`config.mk`:
```
export PLATFORM = sky130hd
export DESIGN_NAME = prc_div
export DESIGN_NICKNAME = d
export VERILOG_FILES = /design/src/sv/prc_pkg.sv /design/src/sv/prc_div.sv
export SDC_FILE = /design/constraint.sdc
export NUM_CORES = 1
export LEC_CHECK = 0
export ABC_AREA = 1
export BUFFER_PORTS_ARGS = -buffer_cell sky130_fd_sc_hd__buf_4
export CELL_PAD_IN_SITES_DETAIL_PLACEMENT = 1
export CELL_PAD_IN_SITES_GLOBAL_PLACEMENT = 2
export CORE_MARGIN = 10
export CORE_UTILIZATION = 37
export DETAILED_ROUTE_END_ITERATION = 10
export PLACE_DENSITY = 0.94
export RECOVER_POWER = 100
export REMOVE_ABC_BUFFERS = 1
export SLEW_MARGIN = 40
export SYNTH_ARGS = -nofsm -noshare
export SYNTH_HDL_FRONTEND = slang
export SYNTH_SLANG_ARGS = --single-unit
```
`constraint.sdc`:
```
create_clock -name i_clk -period 5 [get_ports i_clk]
set_clock_uncertainty 0.1 [all_clocks]
set_input_delay 1.25 -clock i_clk [delete_from_list [all_inputs] [get_ports i_clk]]
set_output_delay 1.25 -clock i_clk [all_outputs]
set_load 0.005 [all_outputs]
```
`src/sv/prc_pkg.sv`:
```
// Shared types and constants for the precision/recall curve sweep.
`default_nettype none
package prc_pkg;
    localparam int CAPACITY_DEF = 64;
    localparam int KEY_W = 32;
    localparam int CNT_W = 7;
    localparam int FRAC_W = 17;
    localparam logic [FRAC_W-1:0] ONE_Q16 = 17'h10000;

    typedef enum logic [1:0] {
        TAG_TP = 2'd0,
        TAG_FP = 2'd1,
        TAG_FN = 2'd2,
        TAG_BAD = 2'd3
    } t_tag;

    typedef struct packed {
        logic signed [31:0] score;
        logic [1:0] truth_tag;
        logic last_item;
    } t_in_item;

    typedef struct packed {
        logic signed [31:0] threshold;
        logic [6:0] tp_count;
        logic [6:0] fp_count;
        logic [6:0] fn_count;
        logic [16:0] precision_frac;
        logic [16:0] recall_frac;
        logic last_row;
    } t_out_item;

    // Negation that maps the most negative value to the most positive one.
    function automatic logic signed [31:0] neg_sat(input logic signed [31:0] x);
        logic signed [31:0] r;
        if (x == 32'sh80000000) begin
            r = 32'sh7FFFFFFF;
        end else begin
            r = -x;
        end
        return r;
    endfunction
endpackage
`default_nettype wire

```
`src/sv/prc_div.sv`:
```
// Restoring divider for Q1.16 fractions, one quotient bit per cycle.
`default_nettype none
module prc_div
    import prc_pkg::*;
#(
    parameter int NUM_W = CNT_W,
    parameter int DEN_W = CNT_W + 1
) (
    input  wire logic              i_clk,
    input  wire logic              i_rst_n,
    input  wire logic              i_start,
    input  wire logic [NUM_W-1:0]  i_num,
    input  wire logic [DEN_W-1:0]  i_den,
    output logic                   o_busy,
    output logic [FRAC_W-1:0]      o_quot
);
    localparam int FB = FRAC_W - 1;
    localparam int STEPS = NUM_W + FB;
    localparam int SW = $clog2(STEPS + 1);

    logic [SW-1:0]     r_cnt;
    logic [STEPS-1:0]  r_num;
    logic [DEN_W-1:0]  r_den;
    logic [DEN_W-1:0]  r_rem;
    logic [FRAC_W-1:0] r_quot;
    logic [DEN_W:0]    w_trial;

    assign w_trial = {r_rem, r_num[STEPS-1]};

    // Shift the numerator in one bit a cycle and subtract where it fits.
    always_ff @(posedge i_clk) begin
        if (!i_rst_n) begin
            r_cnt <= '0;
        end else if (i_start) begin
            r_cnt <= SW'(STEPS);
            r_num <= {i_num, {FB{1'b0}}};
            r_den <= i_den;
            r_rem <= '0;
            r_quot <= '0;
        end else if (r_cnt != '0) begin
            r_cnt <= r_cnt - SW'(1);
            r_num <= {r_num[STEPS-2:0], 1'b0};
            if (w_trial >= {1'b0, r_den}) begin
                r_rem <= DEN_W'(w_trial - {1'b0, r_den});
                r_quot <= {r_quot[FRAC_W-2:0], 1'b1};
            end else begin
                r_rem <= w_trial[DEN_W-1:0];
                r_quot <= {r_quot[FRAC_W-2:0], 1'b0};
            end
        end
    end

    assign o_busy = (r_cnt != '0);
    assign o_quot = r_quot;
endmodule
`default_nettype wire

```
-- After elaboration in Yosys (flattened, before gate mapping)
Index checks and enable logic that the tools add are counted.
- reduce and logical (&&, ||, !) cells: 5
- bitwise logic cells: 1
- muxes and demuxes: 8
- $lt $le $gt $ge: 1
- add/subtract/negate cells: 2
- operators by type and width (operator ; number):
    2-to-1 mux 23 bit ; 2
    2-to-1 mux 17 bit ; 1
    2-to-1 mux 8 bit ; 2
    2-to-1 mux 5 bit ; 2
    greater-or-equal comparator 9 x 8 -> 1 bit ; 1
    subtractor 8 bit ; 1
    nonzero test 5 bit ; 1
    subtractor 5 x 1 -> 5 bit, second input constant ; 1
    AND reduction 2 bit ; 2
    nonzero test 2 bit ; 1
    OR reduction 2 bit ; 1
    2-to-1 mux 1 bit ; 1
    NOT 1 bit ; 1
- word-level logic and storage cells: 24
- input bits: 18
- output and inout bits: 18
- register bits: 60

-- Longest topological paths before layout
- depth in word-level cells: 3
- mapped depth: 11
- mapped depth without buffers: 11

-- Least setup slack after synthesis
OpenSTA, ideal clock, no wires.
- kind: in2reg
- start: input i_start
- end: register r_quot[0] (netlist: o_quot[0]), enable pin
- required time: 4.513 ns
- path buffers: 1
- stages on the path: 3
- library setup time: 0.387 ns
- arrival time: 2.266 ns
- slack: 2.247 ns
- cell sequence: clkbuf_1 -> o21ai_0 -> inv_1
- longest elaborated chain between the ends: 2
- RTL lines (what ; line ; source):
    start, declared ; prc_div.sv:11 ; input wire logic i_start,
    nonzero test 2 bit (no source line) ; - ;
    AND reduction 2 bit (no source line) ; - ;
    end signal, assigned ; prc_div.sv:45 ; r_quot <= {r_quot[FRAC_W-2:0], 1'b1};
    end signal, assigned ; prc_div.sv:48 ; r_quot <= {r_quot[FRAC_W-2:0], 1'b0};
    end, declared ; prc_div.sv:25 ; logic [FRAC_W-1:0] r_quot;
Every way passes these cells.
A chain may end at the register's enable or synchronous reset.

-- Worst setup path after layout
- start: input i_start
- end: register r_cnt[0]
- longest elaborated chain between the ends: 1
- elaborated cells between the ends (all ways): 2
- those cells by class: 1 x mux; 1 x reduce/logical
- RTL lines (what ; line ; source):
    2-to-1 mux 5 bit or nonzero test 2 bit (tied branches) ; - ;
    end signal, assigned ; prc_div.sv:35 ; r_cnt <= SW'(STEPS);
    end signal, assigned ; prc_div.sv:41 ; r_cnt <= r_cnt - SW'(1);
    end, declared ; prc_div.sv:21 ; logic [SW-1:0] r_cnt;
Parallel ways exist; a longest one is shown, timed or not.

==> metrics.yaml <==
status:
  outcome: "finished, final reports clean"
synthesis:
  synth-seq-cells: 45
  syn_inst: 260
  yosysWarnings: 0
  synth_top_area_share_pct: 51.0
  synth_cell_types: 25
  netlist_top_cells_area: "edfxtp_1 51%, nand2_1 9.6%, inv_1 8.9%"
  synth_seq_area_share_pct: 55.2
  netlist_area_mm2: 0.00236
  avgSynthCellArea_um2: 9.07
  yosysTopAreaCell: "edfxtp_1"
layout:
  fin_area_mm2: 0.00273
  nNetsFinal: 325
  layout_common_cells: "60 x nand2_1, 56 x inv_1, 40 x edfxtp_1"
  area_growth_pct: 16.0
  final_common_cell: "nand2_1"
  diodes: 0
  fin_cells: 375
  drive_above_1_share_pct: 16.1
die:
  start_util_pct: 37.6
  io_pins: 36
  die_y_um: 99.8
  core_area_mm2: 0.00628
  rows: 29
  die-area_mm2: 0.00996
  die_w_um: 99.8
worst_setup_path:
  rr_startpoint: "r_rem[2]"
  cp_num_buf_inv: 2
  ff2ff_setup_slack_ps: 2990
  worst_ep_required_time_ps: 5130
  slowest_delay_ps: 850
  critPathKind: "input pin to register"
  path_cells: "clkbuf_1, inv_1, nand2_1, o21ai_0, a21oi_1"
  r2r_cells: 8
  endpoint_kind: "register"
  cp_top_family: "buffers and inverters"
  r2r-end: "r_rem[4]"
  crit_start: "i_start"
  cp.arrival_ps: 3130
  start_kind: "input pin"
  cp_slowest_cell: "clkbuf_1"
  crit_path_max_fanout: 29
  path_depth: 5
placement:
  io_buffers: 35
  hpwl_um: 4030
  globalplace.congestion: 0.747
  dp.cells: 367
  postPlaceCellArea_mm2: 0.00268
timing:
  setup_viol: 0
  fin_tns_setup_ps: 0
  slew_headroom_pct: 21.1
  fmax_ghz: 0.333
  finalCriticalPeriod_ps: 3010
  tightest_slew_ps: 1180
  whs_ps: 375
  slew_viol_final: 0
  rsz0062_at_grt: "no"
  final_hold_viol_count: 0
  fin_crit_sh_pct: 60.1
global_routing:
  antenna_found_initial: 0
  grtUsageTotal_pct: 10.8
  grt_overflow: 0
  grt_pass1_wl_um: 8870
  grt_max_degree: 33
  grt_pass1_vias: 2008
power:
  power_mw: 0.918
  leakagePower_nw: 1.31
  power_density_mw_per_mm2: 336
  irDropWorstVdd_mv: 0.211
routing:
  first_pass_iters: 4
  viasPerCell: 4.74
  detail_route.iter0.violations: 52
  dr_total_vias: 1777
  drc: 0
  final_antenna_net_count: 0
  wl_per_cell_um: 13.7
  wl_um: 5120
cts:
  cts_sinks: 45
  hold_buffers: 0
  post_cts_buffers: 0
  cts_resized: 0
  cts_tree: "yes"
  cts_inserted_buffers: 5
  clk_latency_ps: 290
  cts.path.max_buffers: 2
  clock-root-buffer: "clkbuf_8"
  clk_pin_slew_ps: 80
  htree_num_levels: 2
min_path:
  holdPathStages: 2
  hold_start: "r_cnt[4]"
  hold_class: "register to register"
  whs_endpoint: "r_cnt[4]"
run:
  maxCapViolations: 0
synthesized netlist by cell type, drive strengths merged:
master and n:
nand4 2, nand2 62, nor3 2, fa 1, xnor2 3, clkbuf 3, o31ai 1, or2 1
inv 57, nor2 39, edfxtp 40, a21oi 11, a21boi 2, dfxtp 5, ha 9, nand3 15
buf 3, o21ai 4
sequential cells by signal, summed over array words and instances, names as in the netlist:
register and flops:
r_rem 8, o_quot 17, r_den 8, r_num 7, r_cnt 5
worst max-delay path by stage:
stage	to	slack, ps
after floorplan	o_quot[0]	2550
after global placement	o_quot[16]	2450
after detailed placement	o_busy	2420
after CTS	o_busy	2080
after global routing	r_cnt[0]	1720
final	r_cnt[0]	1990
cell type report:
cell class                 instances  area (µm²)
inverter                          57         214
multi-input combinational        152         798
sequential                        45        1300
tap                               77        96.3
clock buffer                       8        80.1
fill                             763        3540
timing repair buffer              36         244
metal layers:
layer	share of wire, %	vias to the layer above	track usage, %	routed length, µm
met5	0	-	0	0
met4	1.2	0	3.31	59
met3	5.0	5	3.02	255
met2	52	30	19.9	2660
met1	42	859	11.6	2150
li1	-	883	-	-
metrics by stage:
stage	utilization [%]	setup WS, ps
after floorplan	-	2550
after global placement	42.7	2450
after detailed placement	42.7	2420
after CTS	44.0	2080
after global routing	43.6	1720
final	43.6	1990
tightest hold or removal path, stage by stage, from the launching register on:
cell and delay, ps:
dfxtp_1 300, inv_1 60, o31ai_1 70
cell families (layout without fill, tap and decap cells):
kind of cell / count (synthesis) / after routing / synth area share (%)
AOI/OAI and AO/OA: 18 / 18 / 4.46
xor gates and xnor gates: 3 / 3 / 1.11
adders and majority gates: 10 / 10 / 5.63
buffers and inverters: 63 / 101 / 10.9
DFF: 45 / 45 / 55.2
and+or+nand+nor: 121 / 121 / 22.7
power breakdown:
group          switching [mW]  internal, mW  leakage, nW
clock network           0.115        0.0994       0.0395
logic                   0.141        0.0911        0.830
registers              0.0170         0.454        0.439
total                   0.274         0.644         1.31
(Power assumes the default switching activity.)
