File: src/sv/prc_pkg.sv
// Shared types and constants for the precision/recall curve sweep.
`default_nettype none
package prc_pkg;
    localparam int CAPACITY_DEF = 64;
    localparam int KEY_W = 32;
    localparam int CNT_W = 7;
    localparam int FRAC_W = 17;
    localparam logic [FRAC_W-1:0] ONE_Q16 = 17'h10000;

    typedef enum logic [1:0] {
        TAG_TP = 2'd0,
        TAG_FP = 2'd1,
        TAG_FN = 2'd2,
        TAG_BAD = 2'd3
    } t_tag;

    typedef struct packed {
        logic signed [31:0] score;
        logic [1:0] truth_tag;
        logic last_item;
    } t_in_item;

    typedef struct packed {
        logic signed [31:0] threshold;
        logic [6:0] tp_count;
        logic [6:0] fp_count;
        logic [6:0] fn_count;
        logic [16:0] precision_frac;
        logic [16:0] recall_frac;
        logic last_row;
    } t_out_item;

    // Negation that maps the most negative value to the most positive one.
    function automatic logic signed [31:0] neg_sat(input logic signed [31:0] x);
        logic signed [31:0] r;
        if (x == 32'sh80000000) begin
            r = 32'sh7FFFFFFF;
        end else begin
            r = -x;
        end
        return r;
    endfunction
endpackage
`default_nettype wire

File: src/sv/prc_cell.sv
// One sorting cell: holds one entry of the sorted chain and shifts or inserts.
`default_nettype none
module prc_cell
    import prc_pkg::*;
(
    input  wire logic        i_clk,
    input  wire logic        i_rst_n,
    input  wire logic        i_shift,
    input  wire logic        i_ins_valid,
    input  wire logic [33:0] i_ins,
    input  wire logic        i_left_lt,
    input  wire logic        i_left_valid,
    input  wire logic [33:0] i_left_data,
    input  wire logic        i_right_valid,
    input  wire logic [33:0] i_right_data,
    output logic             o_lt,
    output logic             o_valid,
    output logic [33:0]      o_data
);
    logic        r_valid;
    logic [33:0] r_data;
    logic        w_lt;

    // The new entry goes before this one: empty cell, or smaller score then tag.
    assign w_lt = !r_valid ||
                  ($signed(i_ins[33:2]) < $signed(r_data[33:2])) ||
                  ((i_ins[33:2] == r_data[33:2]) && (i_ins[1:0] < r_data[1:0]));

    // Insert: when the left cell also goes after the new entry, take the left
    // entry; otherwise take the new entry where it belongs. Shift: take the
    // right neighbor's entry so the chain moves toward the head.
    always_ff @(posedge i_clk) begin
        if (!i_rst_n) begin
            r_valid <= 1'b0;
        end else if (i_shift) begin
            r_valid <= i_right_valid;
            r_data <= i_right_data;
        end else if (i_ins_valid) begin
            if (i_left_lt) begin
                r_valid <= i_left_valid;
                r_data <= i_left_data;
            end else if (w_lt) begin
                r_valid <= 1'b1;
                r_data <= i_ins;
            end
        end
    end

    assign o_lt = w_lt;
    assign o_valid = r_valid;
    assign o_data = r_data;
endmodule
`default_nettype wire

File: config.mk
export PLATFORM = sky130hd
export DESIGN_NAME = prc_cell
export DESIGN_NICKNAME = d
export VERILOG_FILES = /design/src/sv/prc_pkg.sv /design/src/sv/prc_cell.sv
export SDC_FILE = /design/constraint.sdc
export NUM_CORES = 1
export LEC_CHECK = 0
export ABC_CLOCK_PERIOD_IN_PS = 9300
export BUFFER_PORTS_ARGS = -buffer_cell sky130_fd_sc_hd__buf_4
export CORE_ASPECT_RATIO = 1.75
export CORE_MARGIN = 5
export CORE_UTILIZATION = 40
export CTS_CLUSTER_DIAMETER = 200
export CTS_CLUSTER_SIZE = 28
export DETAILED_ROUTE_END_ITERATION = 10
export GPL_TIMING_DRIVEN = 0
export PLACE_DENSITY_LB_ADDON = 0.05
export RECOVER_POWER = 25
export SYNTH_ARGS = -nofsm -noshare
export SYNTH_HDL_FRONTEND = slang
export SYNTH_SLANG_ARGS = --single-unit
File: constraint.sdc
create_clock -name i_clk -period 9.3 [get_ports i_clk]
set_input_delay 0.465 -clock i_clk [delete_from_list [all_inputs] [get_ports i_clk]]
set_output_delay 0.465 -clock i_clk [all_outputs]
set_load 0.005 [all_outputs]
=== Yosys cells after proc, flatten, opt, wreduce, memory -nomap -nowiden ===
Cells that the tools add are included.

* Bits in registers: 35
* Latch bits: 0
* Bits in writable memories: 0
* Memory bits (read-only): 0
* Bits of input ports: 109
* Output and inout port bits: 36
* Word-level logic and storage cells: 21
* Memories kept: 0

* Add/sub/neg operators: 0
* Multipliers: 0
* Divide/modulo/power cells: 0
* Order comparisons: 2
* Equal/unequal tests: 1
* Shift operators: 0
* Mux-type cells: 8
* Bitwise operators: 0
* Reduce and logical (&&, ||, !) cells: 8

{| class="wikitable"
|+ Operators by type and width
! cell !! number
|-
| $mux 34 || 4
|-
| $eq 32x32->1 || 1
|-
| $lt 32x32->1 || 1
|-
| $mux 1 || 4
|-
| $reduce_and 3->1 || 1
|-
| $reduce_bool 3->1 || 1
|-
| $logic_or 1x1->1 || 2
|-
| $lt 2x2->1 || 1
|-
| $reduce_and 2->1 || 1
|-
| $reduce_bool 2->1 || 1
|-
| $logic_and 1x1->1 || 1
|-
| $logic_not 1->1 || 1
|}

=== Depth between registers and ports, before layout ===
Gate-level depths: netlist of run 1.

* Depth in word-level cells: 7
* Depth in mapped cells: 9
* Depth with buffers taken out: 9

=== Worst setup path after synthesis of run 1 ===
No wires, ideal clock.

* Kind: input to register
* Start: input port i_ins[16]
* End: register r_data[0], in the netlist o_data[0] (enable)
* Library setup time: 0.395 ns
* Arrival: 2.724 ns
* Data required time: 8.905 ns
* Setup slack: 6.181 ns
* Cell stages on the path: 7
* Path buffers: 0
* Path through: ha_1 a21oi_2 nand2_1 a221o_1 a211o_1 a211oi_2 o311a_1

* Word-level cells in the longest chain between the ends: 5
* Elaborated cells between the ends (all ways): 7
* Those cells by class: order compare: 1; eq/ne: 1; reduce/logical: 5

{| class="wikitable"
|+ RTL lines
! what !! RTL line !! text
|-
| from (decl) || prc_cell.sv:10 || <nowiki>input wire logic [33:0] i_ins,</nowiki>
|-
| $lt 32x32->1 or $eq 32x32->1 (tied branches) || prc_cell.sv:26, prc_cell.sv:27 ||
|-
| $logic_or 1x1->1 or $logic_and 1x1->1 (tied branches) || prc_cell.sv:25, prc_cell.sv:27 ||
|-
| $logic_or 1x1->1 (*) || prc_cell.sv:26 || <nowiki>($signed(i_ins[33:2]) < $signed(r_data[33:2])) ||</nowiki>
|-
| $reduce_bool 3->1 (no line) (*) || n/a ||
|-
| $reduce_and 3->1 (no line) (*) || n/a ||
|-
| to (signal assigned) || prc_cell.sv:37 || <nowiki>r_data <= i_right_data;</nowiki>
|-
| to (signal assigned) || prc_cell.sv:41 || <nowiki>r_data <= i_left_data;</nowiki>
|-
| to (signal assigned) || prc_cell.sv:44 || <nowiki>r_data <= i_ins;</nowiki>
|-
| to (decl) || prc_cell.sv:21 || <nowiki>logic [33:0] r_data;</nowiki>
|}

Every way passes the cells marked *; elsewhere a longest branch is shown, timed or not.
A chain may end at the register's enable or synchronous reset.

=== Worst setup path after layout of run 1 ===
* Start: register r_data[33], in the netlist o_data[33]
* End: register r_data[13], in the netlist o_data[13] (enable)

* Word-level cells in the longest chain between the ends: 5
* Elaborated cells between the ends (all ways): 7
* Those cells by class: order compare: 1; eq/ne: 1; reduce/logical: 5

{| class="wikitable"
|+ RTL lines
! what !! RTL line
|-
| $lt 32x32->1 or $eq 32x32->1 (tied branches) || prc_cell.sv:26, prc_cell.sv:27
|-
| $logic_or 1x1->1 or $logic_and 1x1->1 (tied branches) || prc_cell.sv:25, prc_cell.sv:27
|-
| $logic_or 1x1->1 (*) || prc_cell.sv:26
|-
| $reduce_bool 3->1 (no line) (*) || n/a
|-
| $reduce_and 3->1 (no line) (*) || n/a
|}

Marked as above.

==> results of run 1 <==
## layout make-up
cell class,count,area (um2)
fill,623,2557
sequential,35,1041
clock inverter,2,7.507
multi-input combinational,196,1433
inverter,37,138.9
timing repair buffer,142,1032
clock buffer,6,128.9
tap,82,102.6
buffer,12,48.80
## worst max path at each step
stage               cells after the start        from         end  slack [ps]
floorplan                               7   i_ins[16]   o_data[0]        6180
global placement                        8   i_ins[16]  o_data[13]        5410
detailed placement                      8   i_ins[32]  o_data[12]        6020
CTS                                     8  o_data[33]  o_data[13]        6200
global route                            8  o_data[31]  o_data[21]        6050
finish                                  8  o_data[33]  o_data[13]        6280
## state kept, by name, summed over array words and instances, names as in the netlist
signal,cells
o_data,34
o_valid,1
## power breakdown
group          switching, mW  internal, mW
Sequential           0.00556         0.189
Combinational         0.0599        0.0696
Clock                 0.0645        0.0976
Total                  0.130         0.356
## stage by stage
| step | std cells | worst slack (ps) | total power [mW] | instance area [um2] |
|---|---|---|---|---|
| 2_1_floorplan | 280 | 6181 | 0.2593 | 2660 |
| 3_3_place_gp | 504 | 5412 | 0.3303 | 3829 |
| 3_5_place_dp | 504 | 6020 | 0.3328 | 3830 |
| 4_1_cts | 512 | 6196 | 0.4959 | 3966 |
| 5_1_grt | 512 | 6051 | 0.5153 | 3933 |
| 6_report | 512 | 6277 | 0.4862 | 3933 |
## critical path, cell delays in order, from the launching register on
cell	delay, ps
edfxtp_1	370
inv_1	50
ha_1	290
nand4_1	140
nor3_2	260
nor4b_2	390
and3_1	220
a211o_1	140
o311a_2	790
## per-layer routing
layer	vias to the layer above	global-route usage, %	part of all wire [%]	wire length [um]
li1	1297	-	-	-
met1	1170	19.24	35	2801
met2	80	36.69	57	4488
met3	7	4.615	6.7	533
met4	0	5.647	1.3	101
met5	-	0	0	0
## cells in the final DEF, fill, tap and decap left out, types with 2 or more instances in the layout
cell and instances:
clkbuf_16 5, a211o_1 2, nand4_1 5, clkinv_1 2, buf_4 116, nor2_1 3, o21ai_0 36, clkbuf_4 17
ha_1 33, edfxtp_1 34, a211oi_2 2, mux2i_1 35, clkbuf_1 19, nand3_1 3, nand2_1 44, a211oi_1 2
and3_1 2, nand2b_1 2, buf_2 3, inv_1 37, a21oi_1 13
## cell families after synthesis
family / count (synthesis) / share of synthesized area, %
simple gates: 65 / 11.24
compound gates: 63 / 13.88
buf+inv: 49 / 7.055
mux: 35 / 13.17
flops: 35 / 39.13
fa+ha+maj: 33 / 15.52
==> summary.txt, run 1 <==
Worst setup path
  – Worst Path Arrival: 2930 ps
  – Reg-to-reg startpoint: o_data[33]
  – Crit path capture type: flop
  – R2r setup slk: 6280 ps
  – CP required: 9210 ps
  – R2R depth: 8
  – Worst reg2reg path endpoint: o_data[13]
  – CP max FO: 34
  – Crit Path Class: flop to flop
  – Startpoint Class: flop

Synthesis
  – Yosys warning count: 0
  – Count leader, synth: nand2_1
  – Synth top area cells: edfxtp_1 38%, ha_1 16%, mux2i_1 13%
  – #FFs+latches synth: 35
  – Synth Net Count: 422
  – Synth Cell Area: 0.002660 mm2
  – Synth area leader: edfxtp_1
  – Synth async-reset ratio: 0%
  – Main synth FF type: edfxtp_1
  – EDFF count, synth: 34
  – Syn Area/Cell: 9.500 um2
  – Area share of the largest cell type after synthesis: 38.38%
  – Post-synthesis sequential area ratio: 39.13%
  – Post-Syn Instances: 280
  – Commonest cells post-synth: 44 x nand2_1, 37 x inv_1, 36 x o21ai_0
  – Post-synthesis cell type count: 32

STA
  – Hold_ws: 434.6 ps
  – Slew Limit Headroom: 41.16%
  – Final worst path period need: 3023 ps
  – Slew Limit Fails: 0
  – Endpoints failing hold: 0
  – Final setup violation count: 0
  – Worst slew pin tran: 882.6 ps
  – Setup TNS: 0 ps
  – Unrepaired setup endpoints after global routing: no
  – Period utilization: 32.50%
  – Fmax achieved: 0.3308 GHz
  – Worst Clk Skew: 2.392 ps

Place
  – Buffers on Ports: 142
  – GP Congestion: 0.7645
  – Final HPWL DP: 6530 um

Clocking
  – Total clock sinks: 35
  – Clk Tree Root Cell: clkbuf_16
  – CTS Buf Count: 5
  – # H-tree levels: 2
  – Clock latency on the worst-skew pair: 280 ps
  – Setup bufs post-CTS: 0
  – CTS tree: yes
  – Number of hold buffers added after CTS: 0
  – Bufs on Longest Clock Path: 2
  – CTS clock-pin slew for the worst setup and hold paths: 60 ps
  – CTS-repair resized insts: 0

Floorplanning
  – Die area: 0.008445 mm2
  – IO Pins: 145
  – Core area: 0.006490 mm2
  – DIE WIDTH: 71.65 um
  – Site row count: 39
  – Starting density of the core: 40.99%
  – Die H: 117.9 um

Power and ir drop
  – Leakage: 1.952 nW
  – Pwr dens: 123.6 mW/mm2
  – Maximum vdd drop: 106.8 uV

Layout
  – ANT cells: 0
  – P&R area growth vs syn: 47.84%
  – Fin nets: 571
  – Layout cells sized above 1: 34.65%
  – Final Util: 60.59%

Global routing
  – First-pass GRT wire length: 12560 um
  – Vias in the first global route: 2701
  – Pin count of the biggest net entering global routing: 35
  – Congestion Overflow GR: 0
  – Antenna violations before repair: 0
  – GRT Total Usage: 19.01%

Min path
  – Hold Path Origin: i_rst_n
  – Hold path depth: 2
  – Hold Crit Endpoint: o_valid
  – Worst hold path class: input port to flop

Route
  – DRC: 0
  – Initial drt markers: 63
  – Via density: 4.988
  – Drt wl/cell: 15.48 um
  – DRT antenna net count: 0
  – DRT Pass-1 Iters: 4
  – Vias: 2554
  – Final wirelength: 7924 um

Status
  – Status: finished, final reports clean

Run
  – Max cap viols: 0
No activity file was read; power rests on OpenSTA's default activity.
==> inputs of run 2 (changes only) <==
- ABC_CLOCK_PERIOD_IN_PS: 9300 -> 3040
- clock period: 9.3 -> 3.04 ns (I/O delays scaled with it)
==> summary.txt, run 2 (synthesized netlist as in run 1, its figures left out) <==
Clocking
  – CTS clock-pin slew for the worst setup and hold paths: 50 ps (about the same)
  – Number of hold buffers added after CTS: 0 (unchanged)
  – Clock latency on the worst-skew pair: 280 ps (about the same)
  – Bufs on Longest Clock Path: 2 (unchanged)
  – CTS Buf Count: 5 (unchanged)
  – CTS tree: yes
  – Setup bufs post-CTS: 0 (unchanged)
  – Total clock sinks: 35 (unchanged)
  – Clk Tree Root Cell: clkbuf_16
  – CTS-repair resized insts: 1 (+1)
  – # H-tree levels: 2 (unchanged)

Route
  – DRT Pass-1 Iters: 4 (unchanged)
  – Drt wl/cell: 15.51 um (+0.21%)
  – Via density: 5.043 (+1.1%)
  – Final wirelength: 7941 um (+0.21%)
  – DRT antenna net count: 0 (unchanged)
  – Vias: 2582 (+1.1%)
  – DRC: 0 (unchanged)
  – Initial drt markers: 65 (+3.2%)

STA
  – Endpoints failing hold: 0 (unchanged)
  – Final worst path period need: 2773 ps (-249.2 ps)
  – Worst slew pin tran: 504.4 ps (-378.2 ps)
  – Min setup slack post-route: 266.6 ps (-6011 ps)
  – Hold_ws: 126.9 ps (-307.7 ps)
  – Worst Clk Skew: 2.934 ps (+0.5419 ps)
  – Unrepaired setup endpoints after global routing: no
  – Period utilization: 91.23% (+59 points)
  – Slew Limit Fails: 0 (unchanged)
  – Final setup violation count: 0 (unchanged)
  – Fmax achieved: 0.3606 GHz (+9.0%)
  – Slew Limit Headroom: 66.37% (+25 points)

Min path
  – Worst hold path class: input port to flop
  – Hold Path Origin: i_rst_n

Floorplanning
  – Die area: 0.008445 mm2 (unchanged)
  – Core area: 0.006490 mm2 (unchanged)
  – Starting density of the core: 40.99% (unchanged)
  – Die H: 117.9 um (unchanged)
  – Site row count: 39 (unchanged)
  – DIE WIDTH: 71.65 um (unchanged)
  – IO Pins: 145 (unchanged)

Place
  – Buffers on Ports: 142 (unchanged)
  – Placed insts: 504 (unchanged)
  – GP Congestion: 0.7645 (unchanged)
  – Worst slack, placed: -44.76 ps (-6065 ps)
  – Placed inst area: 0.003830 mm2 (unchanged)
  – Final HPWL DP: 6530 um (unchanged)

Worst setup path
  – Critical-path top delay cell: o311a_4
  – Crit path capture type: flop
  – Startpoint Class: flop
  – Reg-to-reg startpoint: o_data[33]
  – Crit Path Class: flop to flop
  – CP Launch Point: o_data[33]
  – Critical path, cell by cell: inv_1 -> ha_1 -> nand4_1 -> nor3_2 -> nor4b_2 -> and3_1 -> a211o_1 -> o311a_4
  – CP max FO: 34 (unchanged)
  – Max stage delay on crit path: 530 ps (-260 ps)
  – CP required: 2960 ps (-6250 ps)
  – Worst Path Buf+Inv: 1 (unchanged)
  – Worst Path Arrival: 2700 ps (-230 ps)
  – Family with the most delay on the worst path: simple AND/OR/NAND/NOR gates

Global routing
  – GRT busiest layer: met2
  – GRT met1 Usage: 19.29% (+0.054 points)
  – Antenna violations before repair: 0 (unchanged)
  – Vias in the first global route: 2701 (unchanged)
  – Congestion Overflow GR: 0 (unchanged)
  – GRT Total Usage: 19.03% (about the same)
  – Met3 GRT Util: 4.615% (unchanged)
  – First-pass GRT wire length: 12580 um (+0.11%)
  – Met2 GRT Util: 36.69% (unchanged)
  – Pin count of the biggest net entering global routing: 35 (unchanged)

Power and ir drop
  – Maximum vdd drop: 326.8 uV (+210%)
  – Sw power: 399.3 uW (+210%)
  – Reg power frac: 39.9% (about the same)
  – Comb pwr share: 26.8% (+0.2 points)
  – Cell Int Power: 1.091 mW (+210%)
  – Leakage: 1.956 nW (+0.20%)
  – Sw Share: 26.80% (+0.066 points)
  – Clock share of power: 33.3% (about the same)
  – Pwr dens: 377.9 mW/mm2 (+210%)

Layout
  – Non-Filler Cell Area, Final: 0.003943 mm2 (+0.25%)
  – Final Util: 60.75% (+0.15 points)
  – Commonest non-fill, non-tap cell in the layout: buf_4
  – P&R area growth vs syn: 48.21%
  – Largest register FFs: 34 (unchanged)
  – Commonest non-fill, non-tap cells in the layout: 116 x buf_4, 44 x nand2_1, 37 x inv_1
  – ANT cells: 0 (unchanged)
  – Fin nets: 571 (unchanged)
  – Fin cells: 512 (unchanged)
  – Layout cells sized above 1: 34.65% (unchanged)
  – # fillers: 622 (-0.16%)

Run
  – Max cap viols: 0 (unchanged)

Status
  – Status: finished, final reports clean
-- run 2: cell count changes in the layout (fill, tap and decap cells not counted) --
cell and delta:
o311a_2 -1, o311a_4 +1
-- run 2: final timing paths --
path	depth (start not counted)	slack, ps	to
setup reg to reg	8	270	o_data[21]
setup / recovery	8	270	o_data[21]
hold reg to reg	3	590	o_valid
hold / removal	2	130	o_valid
-- run 2: stage by stage --
stage / TNS, ps / power (mW)
4_1_cts: 0 / 1.519
5_1_grt: 0 / 1.578
6_report: 0 / 1.490
3_5_place_dp: -1475 / 1.018
2_1_floorplan: 0 / 0.7932
3_3_place_gp: -21360 / 1.010
-- run 2: layer usage --
metal | vias to the layer above | part of all wire [%]
li1 | 1297 | -
met4 | 0 | 1.3
met1 | 1188 | 35
met2 | 90 | 57
met5 | - | 0
met3 | 7 | 6.8
-- run 2: area by class of cell --
| type | instances | area [um2] | share of cell area [%] |
|---|---|---|---|
| plain buffers | 12 | 48.80 | 1.238 |
| clock buffers | 6 | 128.9 | 3.269 |
| clock inverters | 2 | 7.507 | 0.1904 |
| inverters | 37 | 138.9 | 3.523 |
| multi-input cells | 196 | 1443 | 36.59 |
| flip-flops and latches | 35 | 1041 | 26.40 |
| well taps | 82 | 102.6 | 2.602 |
| repair buffers | 142 | 1032 | 26.18 |
-- run 2: power groups by stage --
| stage | clock (mW) | combinational (mW) | sequential (mW) |
|---|---|---|---|
| detailed placement | 0 | 0.412 | 0.606 |
| CTS | 0.507 | 0.416 | 0.596 |
| finish | 0.496 | 0.399 | 0.595 |
| global placement | 0 | 0.405 | 0.606 |
| floorplan | 0 | 0.185 | 0.608 |
| global route | 0.527 | 0.451 | 0.600 |
